--- src/rtl/core/mscg_pkg.sv ---
package mscg_pkg;

	// Default sizes of the block.
	localparam int STOP_SLOTS_DEF = 6;
	localparam int POS_BITS_DEF   = 10;

	// Stop register layout: position above the 24-bit color.
	localparam int STOP_W       = 34;
	localparam int COLOR_W      = 24;
	localparam int CHAN_W       = 8;
	localparam int CHANNELS     = 3;
	localparam int CNT_W        = 3;

	// Pipeline shape: four front stages, then one divider stage per quotient bit.
	localparam int FRONT_STAGES = 4;
	localparam int PIPE_DEPTH   = FRONT_STAGES + CHAN_W;

	// Interpolation modes.
	localparam logic MODE_LINEAR = 1'b0;
	localparam logic MODE_STAIRS = 1'b1;

	// Stop zero comes out of reset at position zero in white.
	localparam logic [STOP_W-1:0] STOP0_RESET = STOP_W'(24'hFFFFFF);

endpackage

--- src/rtl/core/mscg_if.sv ---
// Position channel: one sample position per item.
interface mscg_pos_if import mscg_pkg::*; #(
	parameter int POS_BITS = POS_BITS_DEF
) ();
	logic                valid;
	logic                ready;
	logic [POS_BITS-1:0] sample_pos;

	modport source (output valid, output sample_pos, input ready);
	modport sink (input valid, input sample_pos, output ready);
endinterface

// Color channel: one RGB color per item.
interface mscg_color_if import mscg_pkg::*; ();
	logic              valid;
	logic              ready;
	logic [CHAN_W-1:0] red;
	logic [CHAN_W-1:0] green;
	logic [CHAN_W-1:0] blue;

	modport source (output valid, output red, output green, output blue, input ready);
	modport sink (input valid, input red, input green, input blue, output ready);
endinterface

--- src/rtl/core/multi_stop_color_gradient.sv ---
// Piecewise linear or stairs color map with up to STOP_SLOTS stops.
// Channels: "sample" carries a position item in, "color" carries the RGB item
// out; both are valid/ready handshakes, an item moves when both are high.
// Configuration: cfg_we writes cfg_data into register cfg_index (stops first,
// then stop count, then mode); write only while no item is in flight.
// Throughput: one item per clock while "color" is ready. Depth: 12 register stages (FRONT_STAGES
// + 8), and "color" is driven straight from the last of them. The
// depth is set by the restoring divider, which resolves one quotient bit per
// stage for all three channels after a compare stage, a stop select stage, a
// difference stage and a multiply stage.
// Reset: valid bits clear, the stops return to white at zero and black at
// full scale, two stops in use, linear mode.
// Stall: each stage holds its item while the one after it is full and
// stalled; empty stages still fill, so "sample" keeps accepting until all
// 12 stages hold items. Nothing is dropped or repeated.
module multi_stop_color_gradient import mscg_pkg::*; #(
	parameter int STOP_SLOTS = STOP_SLOTS_DEF,
	parameter int POS_BITS   = POS_BITS_DEF
) (
	input  logic                                  clk,
	input  logic                                  arst_n,
	input  logic                                  cfg_we,
	input  logic [$clog2(STOP_SLOTS + 2)-1:0]     cfg_index,
	input  logic [STOP_W-1:0]                     cfg_data,
	mscg_pos_if.sink                              sample,
	mscg_color_if.source                          color
);

	localparam int IDX_W = $clog2(STOP_SLOTS + 2);
	localparam int SEL_W = $clog2(STOP_SLOTS);
	localparam int NUM_W = CHAN_W + POS_BITS;
	localparam int LAST  = PIPE_DEPTH;

	localparam logic [IDX_W-1:0]    REG_STOP_COUNT  = IDX_W'(STOP_SLOTS);
	localparam logic [IDX_W-1:0]    REG_INTERP_MODE = IDX_W'(STOP_SLOTS + 1);
	localparam logic [POS_BITS-1:0] FULL_SCALE      = '1;
	localparam logic [STOP_W-1:0]   STOP1_RESET     = STOP_W'(FULL_SCALE) << COLOR_W;

	typedef logic [CHANNELS-1:0][CHAN_W-1:0] color_t;

	typedef struct packed {
		logic                             direct;
		color_t                           col;
		logic [CHANNELS-1:0][NUM_W-1:0]   rem;
		logic [POS_BITS-1:0]              span;
	} div_stage_t;

	// Configuration registers.
	logic [STOP_W-1:0] stop_q [STOP_SLOTS];
	logic [CNT_W-1:0]  count_q;
	logic              mode_q;

	always_ff @(posedge clk or negedge arst_n) begin
		if (!arst_n) begin
			for (int k = 0; k < STOP_SLOTS; k++) begin
				if (k == 0) begin
					stop_q[k] <= STOP0_RESET;
				end else if (k == 1) begin
					stop_q[k] <= STOP1_RESET;
				end else begin
					stop_q[k] <= '0;
				end
			end
			count_q   <= CNT_W'(2);
			mode_q    <= MODE_LINEAR;
		end else if (cfg_we) begin
			for (int k = 0; k < STOP_SLOTS; k++) begin
				if (cfg_index == IDX_W'(k)) begin
					stop_q[k] <= cfg_data;
				end
			end
			if (cfg_index == REG_STOP_COUNT) begin
				count_q <= cfg_data[CNT_W-1:0];
			end
			if (cfg_index == REG_INTERP_MODE) begin
				mode_q <= cfg_data[0];
			end
		end
	end

	// Stop fields and the index of the last stop in use.
	logic [POS_BITS-1:0] pos_c  [STOP_SLOTS];
	color_t              col_c  [STOP_SLOTS];
	logic [POS_BITS-1:0] ppos_c [STOP_SLOTS];
	color_t              pcol_c [STOP_SLOTS];
	logic [SEL_W-1:0]    last_c;

	always_comb begin
		for (int k = 0; k < STOP_SLOTS; k++) begin
			pos_c[k] = POS_BITS'(stop_q[k] >> COLOR_W);
			col_c[k] = stop_q[k][COLOR_W-1:0];
		end
		for (int k = 0; k < STOP_SLOTS; k++) begin
			ppos_c[k] = pos_c[(k == 0) ? 0 : k - 1];
			pcol_c[k] = col_c[(k == 0) ? 0 : k - 1];
		end
		if (count_q < CNT_W'(2)) begin
			last_c = SEL_W'(1);
		end else if (32'(count_q) > STOP_SLOTS) begin
			last_c = SEL_W'(STOP_SLOTS - 1);
		end else begin
			last_c = SEL_W'(count_q - CNT_W'(1));
		end
	end

	// Stage enables: a stage loads when it is empty or the next one loads.
	logic       valid_s [1:LAST];
	logic [LAST+1:1] en;

	always_comb begin
		en[LAST+1] = color.ready;
		for (int s = LAST; s >= 1; s--) begin
			en[s] = !valid_s[s] || en[s+1];
		end
	end

	assign sample.ready = en[1];

	// Valid bits travel with the items.
	always_ff @(posedge clk or negedge arst_n) begin
		if (!arst_n) begin
			for (int s = 1; s <= LAST; s++) begin
				valid_s[s] <= 1'b0;
			end
		end else begin
			if (en[1]) begin
				valid_s[1] <= sample.valid;
			end
			for (int s = 2; s <= LAST; s++) begin
				if (en[s]) begin
					valid_s[s] <= valid_s[s-1];
				end
			end
		end
	end

	// Stage 1: compare the position against every stop.
	logic [POS_BITS-1:0]   p_s1;
	logic [STOP_SLOTS-1:0] ge_s1;
	logic [STOP_SLOTS-1:0] gt_s1;

	always_ff @(posedge clk) begin
		if (en[1]) begin
			p_s1 <= sample.sample_pos;
			for (int k = 0; k < STOP_SLOTS; k++) begin
				ge_s1[k] <= pos_c[k] >= sample.sample_pos;
				gt_s1[k] <= pos_c[k] > sample.sample_pos;
			end
		end
	end

	// Stage 2: pick the stop, and whether its color is taken as it stands.
	logic             lin_found;
	logic             lin_exact;
	logic [SEL_W-1:0] lin_k;
	logic             st_found;
	logic [SEL_W-1:0] st_k;
	logic [SEL_W-1:0] idx_c;
	logic             direct_c;

	always_comb begin
		lin_found = 1'b0;
		lin_exact = 1'b0;
		lin_k     = '0;
		st_found  = 1'b0;
		st_k      = '0;
		// Walk downward so the lowest matching stop wins.
		for (int k = STOP_SLOTS - 1; k >= 1; k--) begin
			if (SEL_W'(k) <= last_c && ge_s1[k]) begin
				lin_found = 1'b1;
				lin_exact = !gt_s1[k];
				lin_k     = SEL_W'(k);
			end
			if (SEL_W'(k) <= last_c && gt_s1[k]) begin
				st_found = 1'b1;
				st_k     = SEL_W'(k);
			end
		end

		direct_c = 1'b1;
		if (p_s1 == '0) begin
			idx_c = '0;
		end else if (p_s1 == FULL_SCALE) begin
			idx_c = last_c;
		end else if (mode_q == MODE_STAIRS) begin
			idx_c = st_found ? st_k - SEL_W'(1) : last_c;
		end else if (ge_s1[0]) begin
			idx_c = '0;
		end else if (!lin_found) begin
			idx_c = last_c;
		end else begin
			idx_c    = lin_k;
			direct_c = lin_exact;
		end
	end

	logic [POS_BITS-1:0] p_s2;
	logic [SEL_W-1:0]    idx_s2;
	logic                direct_s2;

	always_ff @(posedge clk) begin
		if (en[2]) begin
			p_s2      <= p_s1;
			idx_s2    <= idx_c;
			direct_s2 <= direct_c;
		end
	end

	// Stage 3: fetch the stop pair and form the position differences.
	color_t              c0_c;
	color_t              c1_c;
	logic [POS_BITS-1:0] p0_c;
	logic [POS_BITS-1:0] p1_c;

	always_comb begin
		c0_c = col_c[0];
		c1_c = col_c[0];
		p0_c = pos_c[0];
		p1_c = pos_c[0];
		for (int k = 0; k < STOP_SLOTS; k++) begin
			if (idx_s2 == SEL_W'(k)) begin
				c1_c = col_c[k];
				p1_c = pos_c[k];
				c0_c = pcol_c[k];
				p0_c = ppos_c[k];
			end
		end
	end

	color_t              c0_s3;
	color_t              c1_s3;
	logic [POS_BITS-1:0] d_s3;
	logic [POS_BITS-1:0] e_s3;
	logic [POS_BITS-1:0] span_s3;
	logic                direct_s3;

	always_ff @(posedge clk) begin
		if (en[3]) begin
			c0_s3     <= c0_c;
			c1_s3     <= c1_c;
			d_s3      <= p_s2 - p0_c;
			e_s3      <= p1_c - p_s2;
			span_s3   <= p1_c - p0_c;
			direct_s3 <= direct_s2;
		end
	end

	// Stage 4: weighted sum of the two colors, per channel.
	div_stage_t data_s [FRONT_STAGES:LAST];

	always_ff @(posedge clk) begin
		if (en[FRONT_STAGES]) begin
			data_s[FRONT_STAGES].direct <= direct_s3;
			data_s[FRONT_STAGES].col    <= c1_s3;
			data_s[FRONT_STAGES].span   <= span_s3;
			for (int ch = 0; ch < CHANNELS; ch++) begin
				data_s[FRONT_STAGES].rem[ch] <=
					NUM_W'(c1_s3[ch]) * NUM_W'(d_s3) + NUM_W'(c0_s3[ch]) * NUM_W'(e_s3);
			end
		end
	end

	// Stages 5 to 12: restoring division, most significant quotient bit first.
	for (genvar s = FRONT_STAGES + 1; s <= LAST; s++) begin : g_div
		localparam int BIT = LAST - s;

		div_stage_t       nxt;
		logic [NUM_W-1:0] shifted;

		always_comb begin
			shifted = NUM_W'(data_s[s-1].span) << BIT;
			nxt     = data_s[s-1];
			for (int ch = 0; ch < CHANNELS; ch++) begin
				if (data_s[s-1].rem[ch] >= shifted) begin
					nxt.rem[ch] = data_s[s-1].rem[ch] - shifted;
					if (!data_s[s-1].direct) begin
						nxt.col[ch][BIT] = 1'b1;
					end
				end else if (!data_s[s-1].direct) begin
					nxt.col[ch][BIT] = 1'b0;
				end
			end
		end

		always_ff @(posedge clk) begin
			if (en[s]) begin
				data_s[s] <= nxt;
			end
		end
	end

	// Output register is the last divider stage.
	assign color.valid = valid_s[LAST];
	assign color.red   = data_s[LAST].col[2];
	assign color.green = data_s[LAST].col[1];
	assign color.blue  = data_s[LAST].col[0];

endmodule

--- src/flat_wrapper.sv ---
// flat-port wrapper written by rule: the top's interface ports become plain ports
module multi_stop_color_gradient_flat import mscg_pkg::*;
#(
	parameter int STOP_SLOTS = STOP_SLOTS_DEF,
	parameter int POS_BITS   = POS_BITS_DEF
)
  (clk, arst_n, cfg_we, cfg_index, cfg_data, sample_valid, sample_sample_pos, sample_ready, color_valid, color_red, color_green, color_blue, color_ready);
  mscg_pos_if #(.POS_BITS(POS_BITS)) sample_i ();
  mscg_color_if color_i ();
  input  logic clk;
  input  logic arst_n;
  input  logic cfg_we;
  input  logic [$clog2(STOP_SLOTS + 2)-1:0] cfg_index;
  input  logic [STOP_W-1:0] cfg_data;
  input wire logic [$bits(sample_i.valid)-1:0] sample_valid;
  input wire logic [$bits(sample_i.sample_pos)-1:0] sample_sample_pos;
  output wire logic [$bits(sample_i.ready)-1:0] sample_ready;
  output wire logic [$bits(color_i.valid)-1:0] color_valid;
  output wire logic [$bits(color_i.red)-1:0] color_red;
  output wire logic [$bits(color_i.green)-1:0] color_green;
  output wire logic [$bits(color_i.blue)-1:0] color_blue;
  input wire logic [$bits(color_i.ready)-1:0] color_ready;
  assign sample_i.valid = sample_valid;
  assign sample_i.sample_pos = sample_sample_pos;
  assign sample_ready = sample_i.ready;
  assign color_valid = color_i.valid;
  assign color_red = color_i.red;
  assign color_green = color_i.green;
  assign color_blue = color_i.blue;
  assign color_i.ready = color_ready;
  multi_stop_color_gradient #(.STOP_SLOTS(STOP_SLOTS), .POS_BITS(POS_BITS)) u_core (.clk(clk), .arst_n(arst_n), .cfg_we(cfg_we), .cfg_index(cfg_index), .cfg_data(cfg_data), .sample(sample_i), .color(color_i));
endmodule
--- config.mk ---
export PLATFORM = sky130hd
export DESIGN_NAME = multi_stop_color_gradient_flat
export DESIGN_NICKNAME = d
export VERILOG_FILES = /design/src/rtl/core/mscg_pkg.sv /design/src/rtl/core/mscg_if.sv /design/src/rtl/core/multi_stop_color_gradient.sv /design/src/flat_wrapper.sv
export SDC_FILE = /design/constraint.sdc
export NUM_CORES = 2
export LEC_CHECK = 0
export BUFFER_PORTS_ARGS = -buffer_cell sky130_fd_sc_hd__buf_2
export CAP_MARGIN = 40
export CORE_UTILIZATION = 45
export DETAILED_ROUTE_END_ITERATION = 8
export GPL_ROUTABILITY_DRIVEN = 0
export HOLD_SLACK_MARGIN = 0.1
export SKIP_LAST_GASP = 1
export SYNTH_ARGS = -nofsm -noshare
export SYNTH_HDL_FRONTEND = slang
export SYNTH_SLANG_ARGS = --single-unit
--- constraint.sdc ---
create_clock -name clk -period 7.8 [get_ports clk]
set_input_delay 0.39 -clock clk [delete_from_list [all_inputs] [get_ports clk]]
set_output_delay 0.39 -clock clk [all_outputs]
set_load 0.1 [all_outputs]
* Yosys cells after proc, flatten, opt, wreduce, memory -nomap -nowiden
Memory sizes are Yosys's and may differ from the RTL's.
Cells that the tools add are included.
** Storage, ports and cells
- Bits in registers :: 335
- Latch bits :: 0
- Bits in writable memories :: 801
- ROM bits :: 0
- Bits of input ports :: 52
- Output and inout bits :: 26
- Word-level logic and storage cells :: 346
- Memories kept :: 1
** Memory list
- u_core.data_s :: depth 9, bits a word 89, rd ports 9, clocked after Yosys merged registers in 0, write ports 9, line multi_stop_color_gradient.sv:249 : div_stage_t data_s [FRONT_STAGES:LAST];
** Operators by class
- Add/sub/neg operators :: 32
- $mul :: 6
- Divide/modulo/power cells :: 0
- $lt $le $gt $ge :: 43
- Eq/ne operators :: 13
- Shifts and indexed selects :: 0
- Mux-type cells :: 164
- Bitwise logic cells :: 1
- Reductions and logical operators :: 50
** Operators by type and width (count)
- 2-to-1 mux 18 bit :: 24
- 2-to-1 mux 24 bit :: 9
- multiplier 8 x 10 -> 18 bit :: 6
- 2-to-1 mux 1 bit :: 105
- 2-to-1 mux 10 bit :: 9
- >= comparator 10 bit :: 6
- greater-than comparator 10 bit :: 6
- adder 18 bit :: 3
- >= comparator 18 x 10 -> 1 bit :: 3
- >= comparator 18 x 11 -> 1 bit :: 3
- >= comparator 18 x 12 -> 1 bit :: 3
- >= comparator 18 x 13 -> 1 bit :: 3
- >= comparator 18 x 14 -> 1 bit :: 3
- >= comparator 18 x 15 -> 1 bit :: 3
- >= comparator 18 x 16 -> 1 bit :: 3
- >= comparator 18 x 17 -> 1 bit :: 3
- subtractor 18 x 10 -> 18 bit :: 3
- subtractor 18 x 11 -> 18 bit :: 3
- subtractor 18 x 12 -> 18 bit :: 3
- subtractor 18 x 13 -> 18 bit :: 3
- subtractor 18 x 14 -> 18 bit :: 3
- subtractor 18 x 15 -> 18 bit :: 3
- subtractor 18 x 16 -> 18 bit :: 3
- subtractor 18 x 17 -> 18 bit :: 3
- 20 further kinds :: 93

* Logic depth before layout (Yosys ltp)
- Depth in word-level cells :: 14
- Gate-level depth with buffers :: 22
- Gate-level depth less buffers :: 21

* Least setup slack after synthesis
Ideal clock, no wire load.
- Kind :: flip-flop to flip-flop
- Start point :: reg u_core.valid_s (netlist bit u_core.color.valid)
- End point :: reg u_core.c0_s3[0] in the netlist's numbering, enable pin
- Library setup time :: 433 ps
- Arrival :: 7689 ps
- Required time :: 7367 ps
- Path slack :: -322 ps
- Stages on the path, launching flop included :: 9
- Path buffers :: 0
- Period minus slack after synthesis :: 8122 ps
- Cells stage by stage :: dfrtp_1 -> nand2b_1 -> nor2_1 -> inv_1 -> nor2_1 -> and2_1 -> inv_1 -> nor2_1 -> inv_1
** On the way
- Longest elaborated chain between the ends :: 11
** Ends and longest elaborated chain
- start: declaration :: line multi_stop_color_gradient.sv:107 : logic valid_s [1:LAST];
- start signal: indexed assignment :: line multi_stop_color_gradient.sv:131 : valid_s[s] <= valid_s[s-1];
- zero test 1 bit :: line multi_stop_color_gradient.sv:113 : en[s] = !valid_s[s] || en[s+1];
- logical OR 1 bit :: line multi_stop_color_gradient.sv:113
- net u_core.en, one bit :: line multi_stop_color_gradient.sv:108 : logic [LAST+1:1] en;
- logical OR 1 bit :: line multi_stop_color_gradient.sv:113
- net u_core.en, one bit :: line multi_stop_color_gradient.sv:108
- logical OR 1 bit (4 in series) :: line multi_stop_color_gradient.sv:113
- net u_core.en, one bit :: line multi_stop_color_gradient.sv:108
- logical OR 1 bit (4 in series) :: line multi_stop_color_gradient.sv:113
- net u_core.en, one bit :: line multi_stop_color_gradient.sv:108
- end signal: assignment :: line multi_stop_color_gradient.sv:239 : c0_s3 <= c0_c;
- end: declaration :: line multi_stop_color_gradient.sv:230 : color_t c0_s3;
The timed path passes the listed nets, and every way through them passes these cells.
A chain may end at the register's enable or synchronous reset.

==> run summary <==
status = finished, final reports clean
Post-Syn Area per Cell = 11.28 sq um
setup TNS = 0 ps
fmax = 161.6 MHz
RSZ-0062 raised after global routing = false
clk_skew = 86.01 ps
met3 usage = 0.02767
aggregate global routing overflow = 0
CTS sink count = 1070
post-DR vias/cell = 5.413
CTS resizes = 0
clock root buffer = clkbuf_16
synthesized flop and latch total = 1070
syn nets = 7245
DRT antenna net count = 0
CTS Buf Count = 117
top_reg_cell synth = edfxtp_1
GR Layer Usage met1 = 0.2573
post-synth cell types = 96
Cell Rows = 145
crit path max fanout = 16
CP max stage delay = 1000 ps
First-pass DRT Iterations = 8
# IOs = 78
CORE AREA = 156200 sq um
crit path capture type = flip-flop
Top cell by count, worst path = fa_1
relative slew slack = 0.3397
synth-to-layout area growth = 10.27%
pin count of the biggest net entering global routing = 150
die width = 398.5 microns
Nets = 7333
CP arrival = 6690 ps
Die Height = 398.5 microns
worst path cell trace = buf_4, nand2_1, fa_1, inv_1, fa_1, fa_1, fa_1, fa_1, inv_1, fa_1, inv_1, ha_1, a21o_1, a21o_1, nor3_1, a31oi_1, a21o_1, a21oi_1, xnor2_1
Pins Over Slew Limit = 0
crit path kind = flip-flop to flip-flop
Starting Density = 0.4529
sequential cell area fraction in the yosys report = 0.4392
GRT Max-Usage Layer = met2
Ys Warns = 0
WL per Instance = 20.05 microns
crit path buf inv count = 4
CTS Buffer Depth = 3
CP top delay family = adder cells
FFs w/ async S/R, synth = 0.2056
CTS H-Tree Depth = 3
via count = 46115
Critical-path top delay cell = edfxtp_1
vias in the first global route = 47305
DP Wirelength = 129.6 mm
post-CTS setup buffers = 0
initial antenna violation count = 0
EDFF count, synth = 850
CP Launch Type = flip-flop
global-route met2 utilization = 0.3899
Final Setup Violations = 0
Final Hold Fails = 0
mapped cell area = 70740 sq um
TritonCTS clock tree = built
WP data required = 8300 ps
clk_lat worst skew = 770 ps
type of the most critical hold path = input pin to flip-flop
Tcrit/Tclk final = 0.7934
DRC violations left = 0
Post-Syn Instances = 6272
CTS clock-pin slew for the worst setup and hold paths = 60 ps
die area = 158800 sq um
Post-Route WL = 170.8 mm
share of cells above drive strength 1 = 0.1116
initial drt markers = 2512
global-route wire length before repair = 266.8 mm
port bufs = 77
global-route usage over all layers = 0.2164
Worst-Margin Slew = 990.5 ps
Period minus WS final = 6188 ps
Max-Cap Viols = 0
[stage by stage]
stage	std cells	hold slack (ps)	util	setup WS (ps)	area, sq um
final	8520	141.0	0.4994	1612	78010
after detailed placement	8247	404.5	0.4712	1705	73600
after CTS	8518	102.4	0.4993	1659	78000
after floorplan	6272	94.41	-	206.7	70750
after global placement	8225	401.5	0.4686	1664	73190
after global routing	8519	109.1	0.4994	1363	78000
[path summary, 6_finish.rpt]
path | end | depth (start not counted) | startpoint | slack, ps
setup / recovery | u_core.data_s[0][401] | 19 | u_core.d_s3[7] | 1610
hold / removal | u_core.mode_q | 3 | cfg_index[2] | 140
setup reg to reg | u_core.data_s[0][401] | 19 | u_core.d_s3[7] | 1610
hold reg to reg | u_core.data_s[0][703] | 0 | u_core.data_s[0][614] | 400
max in group asynchronous | u_core.valid_s[9] | 3 | arst_n | 6180
min in group asynchronous | u_core.col_c[55] | 2 | arst_n | 220
[cell type report]
type | instances | area, sq um
Antenna cell | 1 | 2.502
Clock buffer | 158 | 3203
Clock inverter | 62 | 684.4
Fill cell | 13874 | 78200
Inverter | 682 | 2567
Multi-Input combinational cell | 4288 | 36190
Sequential cell | 1070 | 31070
Tap cell | 2058 | 2575
Timing Repair Buffer | 201 | 1705
[worst register-to-register path, stage by stage, from the launching register on]
cell,delay (ps)
edfxtp_1,1000
buf_4,290
nand2_1,70
fa_1,540
inv_1,50
fa_1,460
fa_1,510
fa_1,470
fa_1,510
inv_1,50
fa_1,470
inv_1,40
ha_1,350
a21o_1,190
a21o_1,200
nor3_1,140
a31oi_1,140
a21o_1,200
a21oi_1,160
xnor2_1,80
[per-layer routing]
layer / routed length, microns / vias up
met2: 87220 / 975
met3: 6105 / 326
met4: 7504 / 0
li1: - / 22110
met5: 0 / -
met1: 69980 / 22704
[layout by cell type, fill, tap and decap left out, drive strengths merged, types with 94 or more instances in the layout]
master / netlist / final
mux2: 273 / 273
nor2: 322 / 322
and2: 284 / 284
edfxtp: 850 / 850
inv: 682 / 682
fa: 396 / 396
dfrtp: 185 / 185
clkbuf: 178 / 158
ha: 525 / 525
a21oi: 278 / 278
nand2: 509 / 509
xnor2: 131 / 131
buf: 54 / 150
xor2: 126 / 126
o21ai: 325 / 325
mux2i: 98 / 98
nor3: 94 / 94
[logic make-up after synthesis]
family,synth area share
AND/OR/NAND/NOR,0.1179
buffers and inverters,0.05053
XOR/XNOR,0.03182
flip-flops,0.4392
AO/OA/AOI/OAI,0.09830
multiplexers,0.05732
adder cells (fa/ha/maj),0.2049
[synth_stat cells, drive strengths merged, types with 14 or more instances]
cell type,number,area share
buf,54,0.0049
or4,14,0.0015
nand2,509,0.027
and2,284,0.025
clkbuf,178,0.0095
fa,396,0.11
o22a,26,0.0032
mux2,273,0.043
or3,40,0.0037
o22ai,28,0.0025
mux2i,98,0.014
edfxtp,850,0.36
a211oi,46,0.0050
xor2,126,0.016
a21boi,21,0.0022
nor3,94,0.0072
nand4,43,0.0038
o21ai,325,0.023
a21oi,278,0.020
a31oi,22,0.0020
nor4,44,0.0043
xnor2,131,0.016
nand2b,81,0.0072
inv,682,0.036
o31a,15,0.0019
nor2b,80,0.0071
dfstp,35,0.013
o21a,59,0.0063
a21o,77,0.0082
dfrtp,185,0.065
nand3,71,0.0051
ha,525,0.093
nor2,322,0.017
o221a,25,0.0040
o31ai,19,0.0021
o211ai,24,0.0025
o21bai,20,0.0021
[registers in the layout (all words and copies together) (netlist names), 3 cells and up]
name,cells
u_core.c0_s3,24
u_core.c1_s3,24
u_core.col_c,144
u_core.count_q,3
u_core.d_s3,10
u_core.data_s,736
u_core.e_s3,10
u_core.ge_s1,6
u_core.gt_s1,5
u_core.idx_s2,3
u_core.p_s1,10
u_core.p_s2,10
u_core.pos_c,60
u_core.span_s3,10
u_core.valid_s,11
[what timing repair did]
item / in CTS / in global routing
setup endpoints to repair: 0 / 0
endpoints found under the hold margin: 289 / 0
hold buffers: 51 / 0
Power is left out: the tool's default activity adds up to more than one toggle a clock period on the data nets, which glitch-free logic cannot reach.
